File: src/rtl/mpbf_ram.sv
// generic single write, single read ram with registered read data
module mpbf_ram #(
  parameter int WIDTH = 8,
  parameter int DEPTH = 256
) (
  input  logic                     clk,
  input  logic                     we,
  input  logic [$clog2(DEPTH)-1:0] waddr,
  input  logic [WIDTH-1:0]         wdata,
  input  logic                     re,
  input  logic [$clog2(DEPTH)-1:0] raddr,
  output logic [WIDTH-1:0]         rdata_r
);

  logic [WIDTH-1:0] mem [DEPTH];

  // write port
  always_ff @(posedge clk) begin
    if (we) begin
      mem[waddr] <= wdata;
    end
  end

  // read port, data held until the next read
  always_ff @(posedge clk) begin
    if (re) begin
      rdata_r <= mem[raddr];
    end
  end

endmodule

File: config.mk
export PLATFORM = sky130hd
export DESIGN_NAME = mpbf_ram
export DESIGN_NICKNAME = d
export VERILOG_FILES = /design/src/rtl/mpbf_ram.sv
export SDC_FILE = /design/constraint.sdc
export NUM_CORES = 2
export LEC_CHECK = 0
export BUFFER_PORTS_ARGS = -buffer_cell sky130_fd_sc_hd__buf_2
export CAP_MARGIN = 20
export CORE_ASPECT_RATIO = 0.8
export CORE_MARGIN = 3
export CORE_UTILIZATION = 45
export CTS_CLUSTER_DIAMETER = 200
export CTS_CLUSTER_SIZE = 12
export DETAILED_ROUTE_END_ITERATION = 7
export GPL_ROUTABILITY_DRIVEN = 0
export RECOVER_POWER = 50
export SYNTH_ARGS = -nofsm -noshare
export SYNTH_HDL_FRONTEND = slang
export SYNTH_SLANG_ARGS = --single-unit
File: constraint.sdc
create_clock -name clk -period 2.4 [get_ports clk]
set_input_delay 0.24 -clock clk [delete_from_list [all_inputs] [get_ports clk]]
set_output_delay 0.24 -clock clk [all_outputs]
set_load 0.02 [all_outputs]
==> results.ini <==
[synth]
async_reset_ff_share_pct = 0
synth-seq-cells = 2056
yosys_warnings = 0
synth_adder_area_share_pct = 0
synthXorXnorAreaFrac_pct = 0
synthMuxAreaShare_pct = 14.60
syn-instance-count = 3733
ys_seq_area_share_pct = 77.53
syn-num-nets = 3760
netlist_area_um2 = 79640
synth_cell_types = 54
synth_compound_area_share_pct = 3.416
yosys.area.top_type = edfxtp_1
synth_edf_count = 2056
syn_area_per_cell_um2 = 21.33
synth_flop_cell = edfxtp_1
netlist_top_cells_area = edfxtp_1, mux4_2, mux2i_1, nor2_1, a22oi_1
yosys.area.top_type_share_pct = 77.53
synth_top_family_by_area = multiplexers
yosys.area_share.simple_pct = 2.625

[drt]
detail-route-antenna-nets = 0
post_drt_wl_per_cell_um = 30.22
vias = 41048
drt_iter0_markers = 5405
wl_mm = 207.0
vias_per_cell = 5.993
drc = 0
dr.pass1.iters = 6

[sta]
finalCritPeriodShare_pct = 99.11
grt_setup_unrepaired = yes
slew_headroom_pct = -50.50
hold_viol = 0
period_needed_ps = 2379
timing_max_transition_violations_final = 259
fmax_mhz = 420.4
timing.final.ws_setup_ps = 21.39
worst_slew_pin_slew_ps = 2257
finalSetupViolations = 0
clock_skew_ps = 24.90

[setup_path]
slowest_stage = mux4_2
ff2ff_setup_slack_ps = 20
critical_path.max_stage_delay_ps = 570
crit_top_cell = mux4_2
r2r-start = mem[87][7]
end_kind = register
required_ps = 2970
critPathLaunchType = register
worstPathArrival_ps = 2950
r2r_cells = 6
crit_path_cell_trace = mux4_2 -> mux4_2 -> nor2b_1 -> nor4_2 -> buf_4 -> nor4_1
critPathKind = register to register
r2r-end = rdata_r[7]
crit_path_max_fanout = 1

[place]
pre_cts_slack_ps = -1028
placed_cell_area_um2 = 88200
dp.final_hpwl_mm = 134.2
io_buffers = 34

[pwr]
power_frac_seq_pct = 56.5
peakVddDrop_mv = 0.7247
internal_power_uw = 55500
switching_power_uw = 14730
power.leakage_uw = 0.02967
comb_power_share_pct = 6.1
p_per_area_nw_per_um2 = 756.3
power_uw = 70230
swShare_pct = 20.97
clkPwrFrac_pct = 37.4

[finish]
layout-drive-gt1-share_pct = 31.30
syn2layout_area_growth_pct = 16.61
fin_nets = 4503
fillCellCount = 13507
stdcell_area_um2 = 92860
register_area_um2 = 61740
diodes = 0
multi_input_area_um2 = 16760

[clock_tree]
post-cts-setup-buffer-count = 0
cts_buffers = 189
clock_path_buffers = 3
clock_latency_ps = 810
cts_tree = yes
cts-root-buf = clkbuf_16
clkTransAtPathRegs_ps = 60
numClockSinks = 2056
htreeDepth = 4

[grt]
grt_pass1_vias = 40755
grt_util_all_layers_pct = 22.80
overflow = 0
antenna_found_initial = 10
grt_pass1_wl_mm = 299.9
grt_start_max_net_pins = 97

[job]
drv_cap = 4

[floorplanning]
start_util_pct = 45.50
die-area_um2 = 182100
rows = 137
core-area_um2 = 175000
die_x_um = 476.3
die_h_um = 382.3
io_pins = 35

[outcome]
violations = max-capacitance violations, max-slew violations
outcome = finished with violations

[min_path]
hp-start = waddr[1]
whs_path_depth = 4
hp-class = input port to register
hold-path-endpoint = mem[167][2]

stage by stage:
step                util (%)  hold slack, ps  TNS [ps]  instances
finish                 53.06           132.5         0       6849
global route           53.06           95.93    -73.48       6849
CTS                    53.34           58.56    -69.61       6849
detailed placement     50.39           692.7     -7202       6639
global placement       50.39           689.7     -7247       6639
floorplan                  -           338.9         0       3733
cells in the final DEF (no fill, tap or decap), types with 5 or more instances in the layout:
| cell type | synthesis | routed |
|---|---|---|
| a221oi_1 | 13 | 12 |
| and2_1 | 6 | 5 |
| a211oi_1 | 16 | 10 |
| a21oi_1 | 96 | 96 |
| nand2b_1 | 8 | 8 |
| clkbuf_16 | 0 | 194 |
| nor4_2 | 3 | 12 |
| nor4_1 | 24 | 11 |
| nor2_4 | 0 | 5 |
| dlygate4sd3_1 | 0 | 9 |
| a22oi_1 | 133 | 131 |
| nor2b_1 | 31 | 27 |
| o211ai_1 | 10 | 10 |
| clkbuf_2 | 0 | 35 |
| mux4_2 | 454 | 454 |
| o22a_1 | 5 | 5 |
| nand3_1 | 34 | 34 |
| inv_6 | 0 | 5 |
| nor2_1 | 282 | 276 |
| edfxtp_1 | 2056 | 2056 |
| nand4_1 | 10 | 10 |
| mux2i_1 | 134 | 134 |
| o22ai_1 | 28 | 28 |
| a22o_1 | 8 | 8 |
| o21ai_0 | 10 | 10 |
| buf_4 | 27 | 555 |
| nand2_1 | 33 | 33 |
| nor3_1 | 22 | 15 |
| buf_2 | 31 | 18 |
| o221ai_1 | 46 | 46 |
| buf_12 | 8 | 77 |
| clkbuf_1 | 111 | 83 |
| a211oi_2 | 0 | 6 |
how the worst max path moves through the flow:
stage | from | endpoint | cells past startpoint
6_report | mem[87][7] | rdata_r[7] | 6
2_1_floorplan | raddr[0] | rdata_r[2] | 9
5_1_grt | mem[160][4] | rdata_r[4] | 8
3_5_place_dp | raddr[0] | rdata_r[3] | 9
3_3_place_gp | raddr[0] | rdata_r[3] | 9
4_1_cts | mem[139][1] | rdata_r[1] | 7
repair_timing:
item | 4_1_cts | 5_1_grt
resized for setup | 23 | 25
hold buffers | 9 | 0
pin swaps | 6 | 8
hold endpoints to repair | 423 | 0
setup endpoints to repair | 7 | 7
cells by family (layout without fill, tap and decap cells):
kind of cell	Yosys count	in the layout
flops	2056	2056
compound gates	385	385
mux	591	591
buf+inv	235	988
simple gates	466	466
power by group through the flow:
| stage | clock network, uW | registers (uW) | logic, uW |
|---|---|---|---|
| after CTS | 26800 | 39700 | 4330 |
| after global routing | 28300 | 39600 | 4520 |
| after detailed placement | 0 | 40400 | 4280 |
| final | 26300 | 39700 | 4290 |
| after floorplan | 0 | 40400 | 1920 |
| after global placement | 0 | 40400 | 4230 |
sequential cells by signal, indices dropped and copies added, names as in the netlist:
| signal | cells |
|---|---|
| mem | 2048 |
| rdata_r | 8 |
layout make-up:
class	count	share of cell area (%)
Clock buffer	194	5.228
Clock inverter	7	0.08623
Inverter	2	0.008084
Multi-Input combinational cell	1442	18.05
Sequential cell	2056	66.49
Tap cell	2363	3.184
Timing Repair Buffer	785	6.954
synthesized netlist by cell type, drive strengths merged (4+ instances only):
master and n:
nor2b 31, and2 6, or2 4, o22ai 28, nor2 282, nand4 10
nand2b 8, edfxtp 2056, a21oi 96, buf 122, o32ai 5, mux2i 134
a22oi 133, a221oi 14, mux4 456, a211oi 16, o211ai 10, o221ai 47
nand3 34, nand2 33, nor3 22, a22o 8, o21ai 12, a2111oi 5
nor4 27, clkbuf 111, o22a 5
critical path: cells and delay by family, from the launching register on:
| family | cells | cell delay (ps) |
|---|---|---|
| buffers and inverters | 1 | 200 |
| muxes | 2 | 1090 |
| DFF | 1 | 350 |
| and+or+nand+nor | 3 | 510 |
layer usage:
metal	GRT usage, %	routed length (um)	up-vias
li1	-	-	17049
met1	35.15	90750	21864
met2	34.15	93920	1849
met3	3.850	17580	284
met4	5.517	4731	2
met5	0	11	-
Note: power is estimated with default switching activity, not from simulation.
